===== src/rtl/pote_pkg.sv =====
// Shared types and character codes for the printer output tab expander.
package pote_pkg;

    localparam int CHAR_W = 8;
    localparam int COL_W  = 3;

    localparam logic [COL_W-1:0] COL_MAX = COL_W'(7);

    localparam logic [CHAR_W-1:0] CH_BS    = 8'h08;
    localparam logic [CHAR_W-1:0] CH_TAB   = 8'h09;
    localparam logic [CHAR_W-1:0] CH_LF    = 8'h0A;
    localparam logic [CHAR_W-1:0] CH_FF    = 8'h0C;
    localparam logic [CHAR_W-1:0] CH_CR    = 8'h0D;
    localparam logic [CHAR_W-1:0] CH_SPACE = 8'h20;

    typedef enum logic {
        ST_IDLE,
        ST_EMIT
    } state_t;

    typedef struct packed {
        logic load;   // latch a new input character
        logic step;   // current output byte transferred, advance
    } dp_cmd_t;

    typedef struct packed {
        logic last;   // current output byte is the final one for this input
    } dp_status_t;

endpackage


===== src/rtl/pote_ctrl.sv =====
// Controller: accepts one character, then sequences its output bytes.
module pote_ctrl
    import pote_pkg::*;
(
    input  logic       aclk,
    input  logic       aresetn,
    input  logic       s_tvalid,
    output logic       s_tready,
    output logic       m_tvalid,
    input  logic       m_tready,
    input  dp_status_t status,
    output dp_cmd_t    cmd
);

    state_t state_reg, state_next;

    always_ff @(posedge aclk) begin
        if (!aresetn) begin
            state_reg <= ST_IDLE;
        end else begin
            state_reg <= state_next;
        end
    end

    always_comb begin
        state_next = state_reg;
        s_tready   = 1'b0;
        m_tvalid   = 1'b0;
        cmd.load   = 1'b0;
        cmd.step   = 1'b0;
        case (state_reg)
            ST_IDLE: begin
                s_tready = 1'b1;
                if (s_tvalid) begin
                    cmd.load   = 1'b1;
                    state_next = ST_EMIT;
                end
            end
            ST_EMIT: begin
                m_tvalid = 1'b1;
                if (m_tready) begin
                    cmd.step = 1'b1;
                    if (status.last) begin
                        state_next = ST_IDLE;
                    end
                end
            end
            default: begin
                state_next = ST_IDLE;
            end
        endcase
    end

endmodule


===== src/rtl/pote_dp.sv =====
// Datapath: mode register, column tracker, output byte and remaining count.
module pote_dp
    import pote_pkg::*;
(
    input  logic              aclk,
    input  logic              aresetn,
    input  logic              cfg_valid,
    input  logic              cfg_data,
    input  logic [CHAR_W-1:0] in_char,
    input  dp_cmd_t           cmd,
    output dp_status_t        status,
    output logic [CHAR_W-1:0] out_char
);

    logic              raw_reg;
    logic [COL_W-1:0]  col_reg,  col_next;
    logic [CHAR_W-1:0] char_reg;
    logic [CHAR_W-1:0] out_reg,  out_next;
    logic [COL_W-1:0]  rem_reg,  rem_next;   // bytes left after the current one

    always_ff @(posedge aclk) begin
        if (!aresetn) begin
            raw_reg <= 1'b0;
            col_reg <= '0;
        end else begin
            if (cfg_valid) begin
                raw_reg <= cfg_data;
            end
            col_reg <= col_next;
        end
    end

    always_ff @(posedge aclk) begin
        if (cmd.load) begin
            char_reg <= in_char;
        end
        out_reg <= out_next;
        rem_reg <= rem_next;
    end

    always_comb begin
        col_next = col_reg;
        out_next = out_reg;
        rem_next = rem_reg;
        if (cmd.load) begin
            out_next = in_char;
            rem_next = '0;
            if (!raw_reg) begin
                case (in_char)
                    CH_TAB: begin
                        // spaces up to the next tab stop
                        out_next = CH_SPACE;
                        rem_next = COL_MAX - col_reg;
                        col_next = '0;
                    end
                    CH_LF: begin
                        out_next = CH_CR;
                        rem_next = COL_W'(1);
                        col_next = '0;
                    end
                    CH_BS: begin
                        col_next = col_reg - COL_W'(1);
                    end
                    default: begin
                        if (in_char inside {CH_CR, CH_FF}) begin
                            col_next = '0;
                        end else begin
                            col_next = col_reg + COL_W'(1);
                        end
                    end
                endcase
            end
        end else if (cmd.step && (rem_reg != '0)) begin
            rem_next = rem_reg - COL_W'(1);
            // tabs keep sending spaces; a newline follows its CR
            if (char_reg != CH_TAB) begin
                out_next = char_reg;
            end
        end
    end

    assign status.last = (rem_reg == '0);
    assign out_char    = out_reg;

endmodule


===== src/rtl/printer_output_tab_expander.sv =====
// Top level of the printer output tab expander.
// Takes one character byte per input transfer and sends the bytes for the printer, one per
// output transfer, with tlast on the final byte of each input. Cooked mode expands a tab into
// 1 to 8 spaces up to the next multiple-of-8 column and sends CR before a newline; raw mode
// (cfg_data = 1) passes every byte unchanged. A new character is taken only when the final
// byte of the last one has gone; bytes leave the output register one a cycle while m_tready
// is high. The mode register is written through the cfg channel, which is always ready; the
// user must write it only while the block is idle, as the block itself does not enforce it.
module printer_output_tab_expander
    import pote_pkg::*;
(
    input  logic              aclk,
    input  logic              aresetn,
    input  logic              cfg_valid,
    output logic              cfg_ready,
    input  logic              cfg_data,    // [0] raw_mode
    input  logic              s_tvalid,
    output logic              s_tready,
    input  logic [CHAR_W-1:0] s_tdata,     // [7:0] in_char
    output logic              m_tvalid,
    input  logic              m_tready,
    output logic [CHAR_W-1:0] m_tdata,     // [7:0] out_char
    output logic              m_tlast
);

    dp_cmd_t    cmd;
    dp_status_t status;

    assign cfg_ready = 1'b1;
    assign m_tlast   = status.last;

    pote_ctrl u_ctrl (
        .aclk     (aclk),
        .aresetn  (aresetn),
        .s_tvalid (s_tvalid),
        .s_tready (s_tready),
        .m_tvalid (m_tvalid),
        .m_tready (m_tready),
        .status   (status),
        .cmd      (cmd)
    );

    pote_dp u_dp (
        .aclk      (aclk),
        .aresetn   (aresetn),
        .cfg_valid (cfg_valid),
        .cfg_data  (cfg_data),
        .in_char   (s_tdata),
        .cmd       (cmd),
        .status    (status),
        .out_char  (m_tdata)
    );

endmodule

===== config.mk =====
export PLATFORM = sky130hd
export DESIGN_NAME = printer_output_tab_expander
export DESIGN_NICKNAME = d
export VERILOG_FILES = /design/src/rtl/pote_pkg.sv /design/src/rtl/pote_ctrl.sv /design/src/rtl/pote_dp.sv /design/src/rtl/printer_output_tab_expander.sv
export SDC_FILE = /design/constraint.sdc
export NUM_CORES = 1
export LEC_CHECK = 0
export BUFFER_PORTS_ARGS = -buffer_cell sky130_fd_sc_hd__buf_2
export CAP_MARGIN = 30
export CELL_PAD_IN_SITES_DETAIL_PLACEMENT = 1
export CELL_PAD_IN_SITES_GLOBAL_PLACEMENT = 2
export CORE_UTILIZATION = 30
export CTS_CLUSTER_SIZE = 20
export DETAILED_ROUTE_END_ITERATION = 12
export PLACE_DENSITY = 0.84
export SYNTH_ARGS = -nofsm -noshare
export SYNTH_HDL_FRONTEND = slang
export SYNTH_SLANG_ARGS = --single-unit

===== constraint.sdc =====
create_clock -name aclk -period 2 [get_ports aclk]
set_input_delay 0.4 -clock aclk [delete_from_list [all_inputs] [get_ports aclk]]
set_output_delay 0.4 -clock aclk [all_outputs]
set_load 0.005 [all_outputs]

### Yosys cells after proc, flatten, opt, wreduce, memory -nomap -nowiden

Cells that the tools add are included.

* add/subtract/negate cells: 4
* equal/unequal tests: 6
* muxes and demuxes: 20
* bitwise gates (word level): 2
* reductions and logical operators: 9

Operator list (count)
* $eq A8 B4 Y1 const B: 5
* $mux W8: 4
* $pmux W8 S2: 1
* $mux W3: 4
* $pmux W3 S2: 2
* $mux W1: 8
* $ne A8 B4 Y1 const B: 1
* $reduce_bool A2 Y1: 3
* $sub A3 B1 Y3 const B: 2
* $reduce_and A2 Y1: 2
* $add A3 B1 Y3 const B: 1
* $logic_not A3 Y1: 1
* $reduce_bool A3 Y1: 1
* $sub A3 B3 Y3 const A: 1
* $not A1 Y1: 2
* $pmux W1 S2: 1
* $reduce_or A2 Y1: 1
* $logic_and A1 B1 Y1: 1

* register bits after elaboration: 24

### Logic depth before layout (Yosys ltp)

Gate-level depths: netlist (run 1).

* depth after elaboration: 5
* depth in mapped cells: 6
* depth with buffers taken out: 6

### By module

Synthesis (run 1) repeated with hierarchy kept, for this count alone.

* cell total of the unflattened synthesis: 97
* area total of the unflattened synthesis: 1161.1 sq um

Modules (own cells, without submodules)
* pote_dp: instances 1, cells an instance 89, area an instance 1094.8 sq um, sequential area each 650.6 sq um
* pote_ctrl: instances 1, cells an instance 6, area an instance 55.1 sq um, sequential area each 20.0 sq um
* printer_output_tab_expander: instances 1, cells an instance 2, area an instance 11.3 sq um, sequential area each 0.0 sq um

### Worst setup path before layout (run 1)

No wires, ideal clock.

* kind: reg2reg
* from: reg u_dp.rem_reg[0]
* to: reg u_dp.out_reg[0] (netlist: u_dp.out_char[0]) (enable)
* setup time: 0.385 ns
* arrival time: 1.769 ns
* data required time: 1.615 ns
* path slack: -0.154 ns
* stages on the path, launching flop included: 6
* buffers on the path: 0
* cells stage by stage: edfxtp_1 inv_1 ha_1 nor2b_1 o21ai_0 a21boi_0

* word-level cells in the longest chain between the ends: 4

Ends and longest elaborated chain
* from (decl): RTL line pote_dp.sv:19 `logic [COL_W-1:0] rem_reg, rem_next;`
* from (signal assigned): RTL line pote_dp.sv:38 `rem_reg <= rem_next;`
* $reduce_bool A3 Y1: RTL line pote_dp.sv:73 `end else if (cmd.step && (rem_reg != '0)) begin`
* $logic_and A1 B1 Y1: RTL line pote_dp.sv:73
* $reduce_bool A2 Y1 (no source line)
* $reduce_and A2 Y1 (no source line)
* to (signal assigned): RTL line pote_dp.sv:37 `out_reg <= out_next;`
* to (decl): RTL line pote_dp.sv:18 `logic [CHAR_W-1:0] out_reg, out_next;`

Every way passes these cells.
A chain may end at the register's enable or synchronous reset.

### Final worst setup path (run 1)

* from: reg u_dp.rem_reg[0]
* to: reg u_dp.out_reg[6] (netlist: u_dp.out_char[6]) (enable)

Same word-level chain as after synthesis.

==> metrics.md, run 1 <==
| Metric | Value |
|---|---|
| Hold-fix buffers, CTS | `0` |
| Top cell type by total area after synthesis | `sky130_fd_sc_hd__edfxtp_1` |
| Worst-path cell chain | `inv_1 > ha_1 > nor2b_1 > o21ai_0 > a21boi_2` |
| CP Capture Type | `flip-flop` |
| Cell family with the largest share of critical-path delay | `compound AO/OA/AOI/OAI gates` |
| Total CTS buffers | `3` |
| Total via count after detailed routing | `898` |
| Final Worst Setup Slack | `approximately 0.22 ns` |
| Final count of hold timing violations | `0` |
| Reg-to-reg setup timing slack | `0.22 ns` |
| Longest Clk Path Bufs | `2` |
| Net switching power | `~0.00028 W` |
| First-pass GRT wire length | `4.59 mm` |
| Max Clock Skew | `0.00173 ns` |
| WL per Instance | `14.6 um` |
| Clock transition at the registers of the reported paths | `0.09 ns` |
| H-tree depth reported by CTS | `1` |
| Portion of total power attributed to sequential cells | `54.5%` |
| Core area | `3740 sq um` |
| Startpoint kind of the worst setup timing path | `flip-flop` |
| Clock latency on the worst-skew pair | `about 0.26 ns` |
| Post-Syn Instances | `about 110` |
| Yosys synthesis warning count | `0` |
| Total detailed-routing wirelength | `~2.7 mm` |
| Leakage Power | `around 0.59 nW` |
| Run status | `completed` |
| Crit Path Category | `reg2reg` |
| Critical path peak fanout | `8` |
| Critical path startpoint | `u_dp.rem_reg[0]$_DFFE_PP_` |
| Final cycle utilization of the critical path | `89.0%` |
| Global route hottest layer | `met2` |
| Cell with the most instances after synthesis | `sky130_fd_sc_hd__edfxtp_1` |
| Startpoint of the worst-slack reg-to-reg timing path | `u_dp.rem_reg[0]$_DFFE_PP_` |
| Number of placed I/O pins | `26` |
| Number of synthesized flops with an enable pin | `19` |
| I/O Buffers | `24` |
| Max-Cap Viols | `0` |
| Met3 Use GR | `1.74%` |
| VDD IR max | `266 uV` |
| Net count, final | `between 150 and 200` |
| Share of the synthesized area in the top cell type | `between 40% and 50%` |
| FFs w/ async S/R, synth | `0%` |
| Proportion of synthesized chip area in sequential cells | `55.8%` |
| FF+latch count, synth | `24` |
| GR Layer Usage met2 | `24.5%` |
| Synthesized netlist net count | `about 120` |
| Combined area of all synthesized cells | `1200 sq um` |
| Pin count of the biggest net entering global routing | `16` |
| Logic pwr share | `between 10% and 20%` |
| Req. time, crit path | `1.92 ns` |
| HP Class | `in2reg` |
| Final slew viol count | `0` |
| Slowest stage delay, CP | `0.43 ns` |
| Final period demand of the worst path | `1.78 ns` |
| Area growth, synth to finish | `21.5%` |
| Peak Freq | `562 MHz` |
| Number of core rows | `22` |
| Number of routed nets with antenna violations | `0` |
| Power density over the cells | `770 nW/um^2` |
| Die Span Y | `65.3 um` |
| Horizontal extent of the die | `65.3 um` |
| Design area | `1460 sq um` |
| Crit-path slowest cell | `sky130_fd_sc_hd__a21boi_2` |
| Detailed-routing iteration count for the pre-antenna-repair pass | `4` |
| GRT overflow | `0` |
| Antenna violations before repair | `0` |
| Cell area reported after detailed placement | `roughly 1400 sq um` |
| Pre-CTS setup slack | `-0.0126 ns` |
| Sw Share | `24.6%` |
| Synthesized area divided by synthesized cell count | `11.5 sq um` |
| Crit path DAT | `1.70 ns` |
| Count of inserted antenna diode cells | `0` |
| Startpoint of the tightest hold check path | `m_tready` |
| TritonCTS clock tree | `built` |
| Commonest cells post-synth | `19 x sky130_fd_sc_hd__edfxtp_1, 10 x sky130_fd_sc_hd__nand2_1, 10 x sky130_fd_sc_hd__nor2_1, 9 x sky130_fd_sc_hd__inv_1, 7 x sky130_fd_sc_hd__o21ai_0` |
| Ranking of synthesized cells by area | `sky130_fd_sc_hd__edfxtp_1 47%, sky130_fd_sc_hd__dfxtp_1 8.3%, sky130_fd_sc_hd__ha_1 4.2%` |
| Final core utilization | `39.0%` |
| Ratio of routed vias to standard cells | `4.91` |
| RSZ-0062 raised after global routing | `no` |
| Post-synth cell types | `35` |
| Ratio of cells with drive above 1 in the final layout | `31.1%` |
| Number of global-route vias before repair | `956` |
| Number of sinks handled by clock tree synthesis | `24` |
| Area enclosed by the die boundary | `4270 sq um` |
| Starting Density | `32.1%` |
| Clk pwr share | `29.1%` |
| Iteration-0 DRC count of the detailed router | `58` |
| CP Buf/Inv Count | `1` |
| DRC viols | `0` |
| Half-perimeter wire length after detailed placement | `around 2.1 mm` |
| Most frequently used flop master after synthesis | `sky130_fd_sc_hd__edfxtp_1` |
| Internal Dissipation | `between 0.0008 and 0.0009 W` |
| Setup violation total in the final timing report | `0` |
| Met1 track demand over resource | `roughly 18%` |
| Global placement routability congestion | `0.810` |
| Root Buffer Master | `sky130_fd_sc_hd__clkbuf_8` |
| Global routing usage summed across all routing layers | `14.0%` |
==> power by group through the flow <==
stage	sequential, W	combinational [W]	clock, W
2_1_floorplan	0.000622	0.0000982	0
3_3_place_gp	0.000623	0.000176	0
3_5_place_dp	0.000625	0.000186	0
4_1_cts	0.000614	0.000188	0.000336
5_1_grt	0.000618	0.000210	0.000356
6_report	0.000613	0.000185	0.000327
==> cell families (layout without fill, tap and decap cells) <==
kind of cell | Yosys count | count (layout) | share of synthesized area, %
flip-flops | 24 | 24 | 55.8
AND/OR/NAND/NOR | 38 | 38 | 19.6
AO/OA/AOI/OAI | 24 | 24 | 14.4
other | 1 | 1 | 0.312
multiplexers | 1 | 1 | 0.832
buffers and inverters | 12 | 42 | 4.27
adder cells (fa/ha/maj) | 4 | 4 | 4.16
XOR/XNOR | 1 | 1 | 0.729
==> routing by layer <==
| layer | share of wire [%] | vias up |
|---|---|---|
| met2 | 51 | 19 |
| met5 | 0 | - |
| met1 | 45 | 438 |
| met4 | 0.71 | 0 |
| li1 | - | 439 |
| met3 | 3.7 | 2 |
==> layout make-up <==
cell class | instances | area (sq um)
clock buffer | 4 | 55.1
multi-input combinational | 69 | 484
inverter | 9 | 33.8
tap | 48 | 60.1
sequential | 24 | 671
timing repair buffer | 29 | 158
fill | 447 | 2280
==> cell usage in the layout (no fill, tap or decap) <==
master and instances:
sky130_fd_sc_hd__buf_2 24, sky130_fd_sc_hd__edfxtp_1 19, sky130_fd_sc_hd__nor2_1 10, sky130_fd_sc_hd__nand2_1 10, sky130_fd_sc_hd__inv_1 9, sky130_fd_sc_hd__o21ai_0 7, sky130_fd_sc_hd__a21oi_1 6, sky130_fd_sc_hd__buf_4 5
sky130_fd_sc_hd__dfxtp_1 5, sky130_fd_sc_hd__ha_1 4, sky130_fd_sc_hd__clkbuf_8 4, sky130_fd_sc_hd__a22o_2 2, sky130_fd_sc_hd__nor2b_1 2, sky130_fd_sc_hd__nor4b_1 2, sky130_fd_sc_hd__o31ai_1 2, sky130_fd_sc_hd__a31oi_1 2
sky130_fd_sc_hd__nand3_1 2, sky130_fd_sc_hd__nand4_1 2, sky130_fd_sc_hd__nand2b_1 1, sky130_fd_sc_hd__nor3b_4 1, sky130_fd_sc_hd__nor4_4 1, sky130_fd_sc_hd__a41oi_4 1, sky130_fd_sc_hd__nor4b_2 1, sky130_fd_sc_hd__nand3_2 1
sky130_fd_sc_hd__or4b_1 1, sky130_fd_sc_hd__a21boi_2 1, sky130_fd_sc_hd__or3_1 1, sky130_fd_sc_hd__o21a_1 1, sky130_fd_sc_hd__xor2_1 1, sky130_fd_sc_hd__a221o_1 1, sky130_fd_sc_hd__and2_1 1, sky130_fd_sc_hd__a22oi_1 1
sky130_fd_sc_hd__or3_2 1, sky130_fd_sc_hd__and3_1 1, sky130_fd_sc_hd__mux2i_1 1, sky130_fd_sc_hd__conb_1 1
==> stage by stage <==
| stage | TNS [ns] | hold slack, ns | cells | total power, W |
|---|---|---|---|---|
| 2_1_floorplan | 0 | 0.482 | 105 | 0.000720 |
| 3_3_place_gp | 0 | 0.485 | 179 | 0.000798 |
| 5_1_grt | 0 | 0.357 | 183 | 0.00118 |
| 4_1_cts | 0 | 0.346 | 183 | 0.00114 |
| 6_report | 0 | 0.351 | 183 | 0.00113 |
| 3_5_place_dp | -0.0992 | 0.529 | 179 | 0.000812 |
==> timing repair <==
action                     4_1_cts  5_1_grt
setup buffers                    0        0
setup endpoints to repair        8        0
gates resized for setup          1        0
==> path summary, 6_finish.rpt <==
path                                 endpoint  depth (start not counted)
hold reg to reg   u_ctrl.state_reg$_SDFF_PN0_                          1
setup reg to reg   u_dp.out_char[6]$_DFFE_PP_                          5
setup / recovery   u_dp.out_char[6]$_DFFE_PP_                          5
hold / removal    u_ctrl.state_reg$_SDFF_PN0_                          2
(Power assumes the default switching activity.)
==> run 2: changes to the inputs <==
--- a/config.mk
+++ b/config.mk
@@ -8,11 +8,11 @@
 export BUFFER_PORTS_ARGS = -buffer_cell sky130_fd_sc_hd__buf_2
 export CAP_MARGIN = 30
 export CELL_PAD_IN_SITES_DETAIL_PLACEMENT = 1
-export CELL_PAD_IN_SITES_GLOBAL_PLACEMENT = 2
-export CORE_UTILIZATION = 30
+export CELL_PAD_IN_SITES_GLOBAL_PLACEMENT = 1
+export CORE_UTILIZATION = 35
 export CTS_CLUSTER_SIZE = 20
 export DETAILED_ROUTE_END_ITERATION = 12
-export PLACE_DENSITY = 0.84
+export PLACE_DENSITY = 0.82
 export SYNTH_ARGS = -nofsm -noshare
 export SYNTH_HDL_FRONTEND = slang
 export SYNTH_SLANG_ARGS = --single-unit
==> run 2 against run 1 <==
  * Global-route usage is 3.8 points higher
  * Critical path depth did not move
  * Clock skew up 0.0013 ns
  * Final area fell by 1.0%
  * Worst hold slack lost 0.10 ns
  * Wire length grew 7.4%
  * Non-clock buffer count decreased by 1
  * Critical path type is now reg2out
  * Critical endpoint is now m_tlast
==> metrics.md, run 2 (same netlist as run 1, synthesis figures left out) <==
| Metric | Value |
|---|---|
| Run status | `completed` |
| TritonCTS clock tree | `built` |
| Startpoint kind of the worst setup timing path | `flip-flop` |
| Pre-CTS setup slack | `-0.0637 ns (-0.0511 ns)` |
| Hold-fix buffers, CTS | `0 (unchanged)` |
| Power density over the cells | `806 nW/um^2 (+4.7%)` |
| Fillcell total | `364 (-19%)` |
| Final count of hold timing violations | `0 (unchanged)` |
| Max Clock Skew | `0.00302 ns (+0.00129 ns)` |
| HP Class | `in2reg` |
| Startpoint of the tightest hold check path | `m_tready` |
| Leading cell type in the layout, fill and taps excluded | `sky130_fd_sc_hd__buf_2` |
| Final period demand of the worst path | `1.86 ns (+0.0814 ns)` |
| Max-Cap Viols | `0 (unchanged)` |
| Area enclosed by the die boundary | `3670 sq um (-14%)` |
| Cell count of the worst reg-to-reg path | `5 (unchanged)` |
| DRC viols | `0 (unchanged)` |
| Number of global-route vias before repair | `920 (-3.8%)` |
| Clock transition at the registers of the reported paths | `0.14 ns (+0.05 ns)` |
| Cell area reported after detailed placement | `1390 sq um (-0.89%)` |
| Hold WS | `0.249 ns (-0.101 ns)` |
| Count of inserted antenna diode cells | `0 (unchanged)` |
| Total via count after detailed routing | `902 (+0.45%)` |
| Root Buffer Master | `sky130_fd_sc_hd__clkbuf_4` |
| Final Worst Setup Slack | `0.138 ns (-0.0814 ns)` |
| Global routing usage summed across all routing layers | `17.8% (+3.8 points)` |
| VDD IR max | `224 uV (-16%)` |
| Global placement routability congestion | `0.788 (-2.6%)` |
| Design area | `1450 sq um (-1.0%)` |
| Final slew viol count | `0 (unchanged)` |
| Final cycle utilization of the critical path | `93.1% (+4.1 points)` |
| Ratio of routed vias to standard cells | `5.07 (+3.3%)` |
| Req. time, crit path | `1.60 ns (-0.32 ns)` |
| WL per Instance | `16.1 um (+10%)` |
| First-pass GRT wire length | `4.62 mm (+0.61%)` |
| Final core utilization | `45.9% (+6.8 points)` |
| Starting Density | `38.1% (+6.0 points)` |
| Crit Path Category | `reg2out` |
| Half-perimeter wire length after detailed placement | `2.07 mm (-1.6%)` |
| Crit path DAT | `1.46 ns (-0.24 ns)` |
| Core area | `3150 sq um (-16%)` |
| Number of core rows | `20 (-9.1%)` |
| Number of buffers added for setup after CTS | `0 (unchanged)` |
| Horizontal extent of the die | `60.6 um (-7.2%)` |
| Iteration-0 DRC count of the detailed router | `15 (-74%)` |
| Setup violation total in the final timing report | `0 (unchanged)` |
| Critical path startpoint | `u_dp.rem_reg[0]$_DFFE_PP_` |
| Clock latency on the worst-skew pair | `0.33 ns (+0.07 ns)` |
| Longest Clk Path Bufs | `2 (unchanged)` |
| Leading cell types in the layout, fill and taps excluded | `24 x sky130_fd_sc_hd__buf_2, 19 x sky130_fd_sc_hd__edfxtp_1, 10 x sky130_fd_sc_hd__nor2_1, 10 x sky130_fd_sc_hd__nand2_1, 9 x sky130_fd_sc_hd__inv_1` |
| Detailed-routing iteration count for the pre-antenna-repair pass | `4 (unchanged)` |
| Ratio of cells with drive above 1 in the final layout | `30.6% (-0.51 points)` |
| Antenna violations before repair | `0 (unchanged)` |
| I/O Buffers | `24 (unchanged)` |
| Worst hold endpoint | `u_ctrl.state_reg$_SDFF_PN0_` |
| Peak Freq | `537 MHz (-4.4%)` |
| Net count, final | `153 (-0.65%)` |
| Number of placed I/O pins | `26 (unchanged)` |
| Startpoint of the worst-slack reg-to-reg timing path | `u_dp.rem_reg[0]$_DFFE_PP_` |
| Critical path peak fanout | `2 (-6)` |
| Die Span Y | `60.6 um (-7.2%)` |
| CP Capture Type | `output port` |
| Total CTS buffers | `3 (unchanged)` |
| RSZ-0062 raised after global routing | `no` |
| Reg-to-reg endpoint | `u_dp.out_char[7]$_DFFE_PP_` |
| Pin count of the biggest net entering global routing | `16 (unchanged)` |
| Area growth, synth to finish | `20.3%` |
| Total detailed-routing wirelength | `2.87 mm (+7.4%)` |
| Worst hold stages | `2 (unchanged)` |
| GRT overflow | `0 (unchanged)` |
| H-tree depth reported by CTS | `1 (unchanged)` |
| Resized Gates After CTS | `1 (unchanged)` |
| Number of sinks handled by clock tree synthesis | `24 (unchanged)` |
| Reg-to-reg setup timing slack | `0.14 ns (-0.08 ns)` |
| Number of routed nets with antenna violations | `0 (unchanged)` |
| Leakage Power | `0.583 nW (-0.95%)` |
==> run 2: report_power, final <==
part	internal, W	total [W]	switching, W	leakage, nW
clock	0.000203	0.000368	0.000165	0.0279
sequential	0.000592	0.000616	0.0000245	0.225
combinational	0.0000779	0.000182	0.000104	0.330
==> run 2: per-layer routing <==
layer  routed length, um  global-route usage [%]  part of all wire (%)
met1                1290                    22.8                    45
met2                1470                    30.0                    51
met4                  75                    9.74                   2.6
met5                   0                       0                     0
met3                  39                    1.28                   1.4
==> run 2: worst max path at each step <==
stage,end
floorplan,u_dp.out_char[0]$_DFFE_PP_
global placement,u_dp.out_char[7]$_DFFE_PP_
detailed placement,u_dp.out_char[6]$_DFFE_PP_
CTS,m_tlast
global route,u_dp.out_char[7]$_DFFE_PP_
finish,m_tlast
==> run 2: worst max-delay path, stage by stage, from the launching register on <==
cell                       delay, ns
sky130_fd_sc_hd__edfxtp_1       0.45
sky130_fd_sc_hd__inv_1          0.12
sky130_fd_sc_hd__ha_1           0.15
sky130_fd_sc_hd__nor2b_1        0.17
sky130_fd_sc_hd__buf_4          0.14
sky130_fd_sc_hd__buf_2          0.10
==> run 2: through the flow <==
step                TNS (ns)  std cells  power [W]
floorplan                  0        105   0.000720
global placement           0        174   0.000793
detailed placement    -0.509        174   0.000806
CTS                        0        178    0.00117
global route               0        178    0.00121
finish                     0        178    0.00117
==> run 2: final cells by class <==
cell class              count  area (sq um)  share of cell area, %
clock buffers               3          22.5                   1.56
clock inverters             1          30.0                   2.08
inverters                   9          33.8                   2.34
multi-input cells          69           484                   33.5
flip-flops and latches     24           671                   46.4
well taps                  44          55.1                   3.81
repair buffers             28           150                   10.4
==> run 3: changes to the inputs <==
--- a/config.mk
+++ b/config.mk
@@ -13,6 +13,7 @@
 export CTS_CLUSTER_SIZE = 20
 export DETAILED_ROUTE_END_ITERATION = 12
 export PLACE_DENSITY = 0.82
+export SETUP_SLACK_MARGIN = 0.4
 export SYNTH_ARGS = -nofsm -noshare
 export SYNTH_HDL_FRONTEND = slang
 export SYNTH_SLANG_ARGS = --single-unit
==> run 3 against run 2 <==
  * Critical path depth decreased by 1
  * Largest cell class unchanged
  * Fmax grew 8.8%
  * Critical endpoint unchanged
  * Cell count increased by 1.1%
==> metrics.md, run 3 (same netlist as run 1, synthesis figures left out) <==
| Metric | Value |
|---|---|
| Run status | `completed` |
| WL per Instance | `17.4 um (+7.6%)` |
| Ratio of routed vias to standard cells | `5.11 (+0.75%)` |
| Final Worst Setup Slack | `0.288 ns (+0.150 ns)` |
| Reg-to-reg endpoint | `u_dp.out_char[6]$_DFFE_PP_` |
| Fillcell total | `362 (-0.55%)` |
| Global placement routability congestion | `0.909 (+15%)` |
| Startpoint of the worst-slack reg-to-reg timing path | `u_dp.char_reg[4]$_DFFE_PP_` |
| Final count of hold timing violations | `0 (unchanged)` |
| Number of core rows | `20 (unchanged)` |
| Ratio of cells with drive above 1 in the final layout | `39.7% (+9.1 points)` |
| Startpoint kind of the worst setup timing path | `flip-flop` |
| Worst hold stages | `2 (unchanged)` |
| Cell count of the worst reg-to-reg path | `3 (-2)` |
| GRT overflow | `0 (unchanged)` |
| Power density over the cells | `770 nW/um^2 (-4.4%)` |
| Starting Density | `38.1% (unchanged)` |
| Pin count of the biggest net entering global routing | `15 (-1)` |
| I/O Buffers | `24 (unchanged)` |
| Number of placed I/O pins | `26 (unchanged)` |
| Reg-to-reg setup timing slack | `0.36 ns (+0.22 ns)` |
| Longest Clk Path Bufs | `2 (unchanged)` |
| Req. time, crit path | `1.60 ns (about the same)` |
| Pre-CTS setup slack | `0.247 ns (+0.311 ns)` |
| Die Span Y | `60.6 um (unchanged)` |
| Net count, final | `155 (+1.3%)` |
| Crit path DAT | `1.31 ns (-0.15 ns)` |
| Critical path peak fanout | `3 (+1)` |
| Count of inserted antenna diode cells | `0 (unchanged)` |
| Root Buffer Master | `sky130_fd_sc_hd__clkbuf_4` |
| Half-perimeter wire length after detailed placement | `2.26 mm (+9.3%)` |
| Final cycle utilization of the critical path | `85.6% (-7.5 points)` |
| Hold-fix buffers, CTS | `0 (unchanged)` |
| Final period demand of the worst path | `1.71 ns (-0.150 ns)` |
| First-pass GRT wire length | `4.83 mm (+4.6%)` |
| TritonCTS clock tree | `built` |
| Crit Path Category | `reg2out` |
| Power Total | `0.00118 W (+1.6%)` |
| Detailed-routing iteration count for the pre-antenna-repair pass | `5 (+1)` |
| Setup_tns | `0 ns (unchanged)` |
| Clock latency on the worst-skew pair | `0.31 ns (-0.02 ns)` |
| Core area | `3150 sq um (unchanged)` |
| H-tree depth reported by CTS | `1 (unchanged)` |
| Critical path startpoint | `u_dp.rem_reg[0]$_DFFE_PP_` |
| Clock transition at the registers of the reported paths | `0.13 ns (about the same)` |
| Final slew viol count | `0 (unchanged)` |
| DRC viols | `0 (unchanged)` |
| RSZ-0062 raised after global routing | `yes` |
| Leading cell types in the layout, fill and taps excluded | `24 x sky130_fd_sc_hd__buf_2, 19 x sky130_fd_sc_hd__edfxtp_1, 10 x sky130_fd_sc_hd__nor2_1, 10 x sky130_fd_sc_hd__nand2_1` |
| Number of sinks handled by clock tree synthesis | `24 (unchanged)` |
| Max-Cap Viols | `0 (unchanged)` |
| Area enclosed by the die boundary | `3670 sq um (unchanged)` |
| CP Capture Type | `output port` |
| HP Class | `in2reg` |
| Leading cell type in the layout, fill and taps excluded | `sky130_fd_sc_hd__buf_2` |
| Antenna violations before repair | `0 (unchanged)` |
| Iteration-0 DRC count of the detailed router | `31 (+16)` |
| Worst Setup EP | `m_tlast` |
| Horizontal extent of the die | `60.6 um (unchanged)` |
| VDD IR max | `733 uV (+230%)` |
| Number of global-route vias before repair | `961 (+4.5%)` |
| Total CTS buffers | `3 (unchanged)` |
| Leakage Power | `0.607 nW (+4.2%)` |
| Total detailed-routing wirelength | `3.13 mm (+8.8%)` |
| Peak Freq | `584 MHz (+8.8%)` |
| Number of routed nets with antenna violations | `0 (unchanged)` |
| Hold WS | `0.277 ns (+0.0277 ns)` |
| Total via count after detailed routing | `919 (+1.9%)` |
| Max Clock Skew | `0.00809 ns (+0.00507 ns)` |
| Setup violation total in the final timing report | `0 (unchanged)` |
| Area growth, synth to finish | `27.9%` |
| Global routing usage summed across all routing layers | `18.5% (+0.69 points)` |
run 3: cell type report:
type / count / area (sq um) / area share, %
repair buffers: 30 / 165 / 10.7
multi-input cells: 69 / 556 / 36.1
clock buffers: 3 / 22.5 / 1.46
flip-flops and latches: 24 / 672 / 43.7
clock inverters: 1 / 30.0 / 1.95
well taps: 44 / 55.1 / 3.58
inverters: 9 / 37.5 / 2.44
run 3: what timing repair did:
item,in CTS,in global routing
pin swaps,0,3
buffers inserted,2,2
resized for setup,7,6
endpoints found under the setup margin,17,11
run 3: worst min path at each step:
stage | start | to | slack, ns
2_1_floorplan | u_dp.col_reg[0]$_SDFFE_PN0P_ | u_dp.col_reg[0]$_SDFFE_PN0P_ | 0.48
3_3_place_gp | u_ctrl.state_reg$_SDFF_PN0_ | u_ctrl.state_reg$_SDFF_PN0_ | 0.48
3_5_place_dp | u_ctrl.state_reg$_SDFF_PN0_ | u_ctrl.state_reg$_SDFF_PN0_ | 0.50
4_1_cts | m_tready | u_ctrl.state_reg$_SDFF_PN0_ | 0.26
5_1_grt | m_tready | u_ctrl.state_reg$_SDFF_PN0_ | 0.29
6_report | m_tready | u_ctrl.state_reg$_SDFF_PN0_ | 0.28
run 3: critical path: stages, from the launching register on:
cell                       delay, ns
sky130_fd_sc_hd__edfxtp_1       0.43
sky130_fd_sc_hd__inv_2          0.10
sky130_fd_sc_hd__ha_4           0.12
sky130_fd_sc_hd__nor2b_4        0.19
sky130_fd_sc_hd__buf_2          0.15
run 3: layer usage:
layer | track usage, % | routed length, um | vias to the layer above
met3 | 4.48 | 111 | 4
met2 | 31.7 | 1600 | 28
met5 | 0 | 0 | -
met4 | 2.92 | 34 | 0
li1 | - | - | 441
met1 | 24.2 | 1380 | 446
run 3: through the flow:
step | instance area [sq um] | util, % | instances
2_1_floorplan | 1240 | - | 105
3_3_place_gp | 1410 | 44.7 | 172
3_5_place_dp | 1410 | 44.7 | 172
4_1_cts | 1500 | 47.5 | 178
5_1_grt | 1540 | 48.8 | 180
6_report | 1540 | 48.8 | 180
run 3: power breakdown:
part,switching [W],total [W],internal [W]
Combinational,0.000121,0.000217,0.0000957
Sequential,0.0000289,0.000621,0.000592
Clock,0.000144,0.000347,0.000203
Total,0.000294,0.00118,0.000891
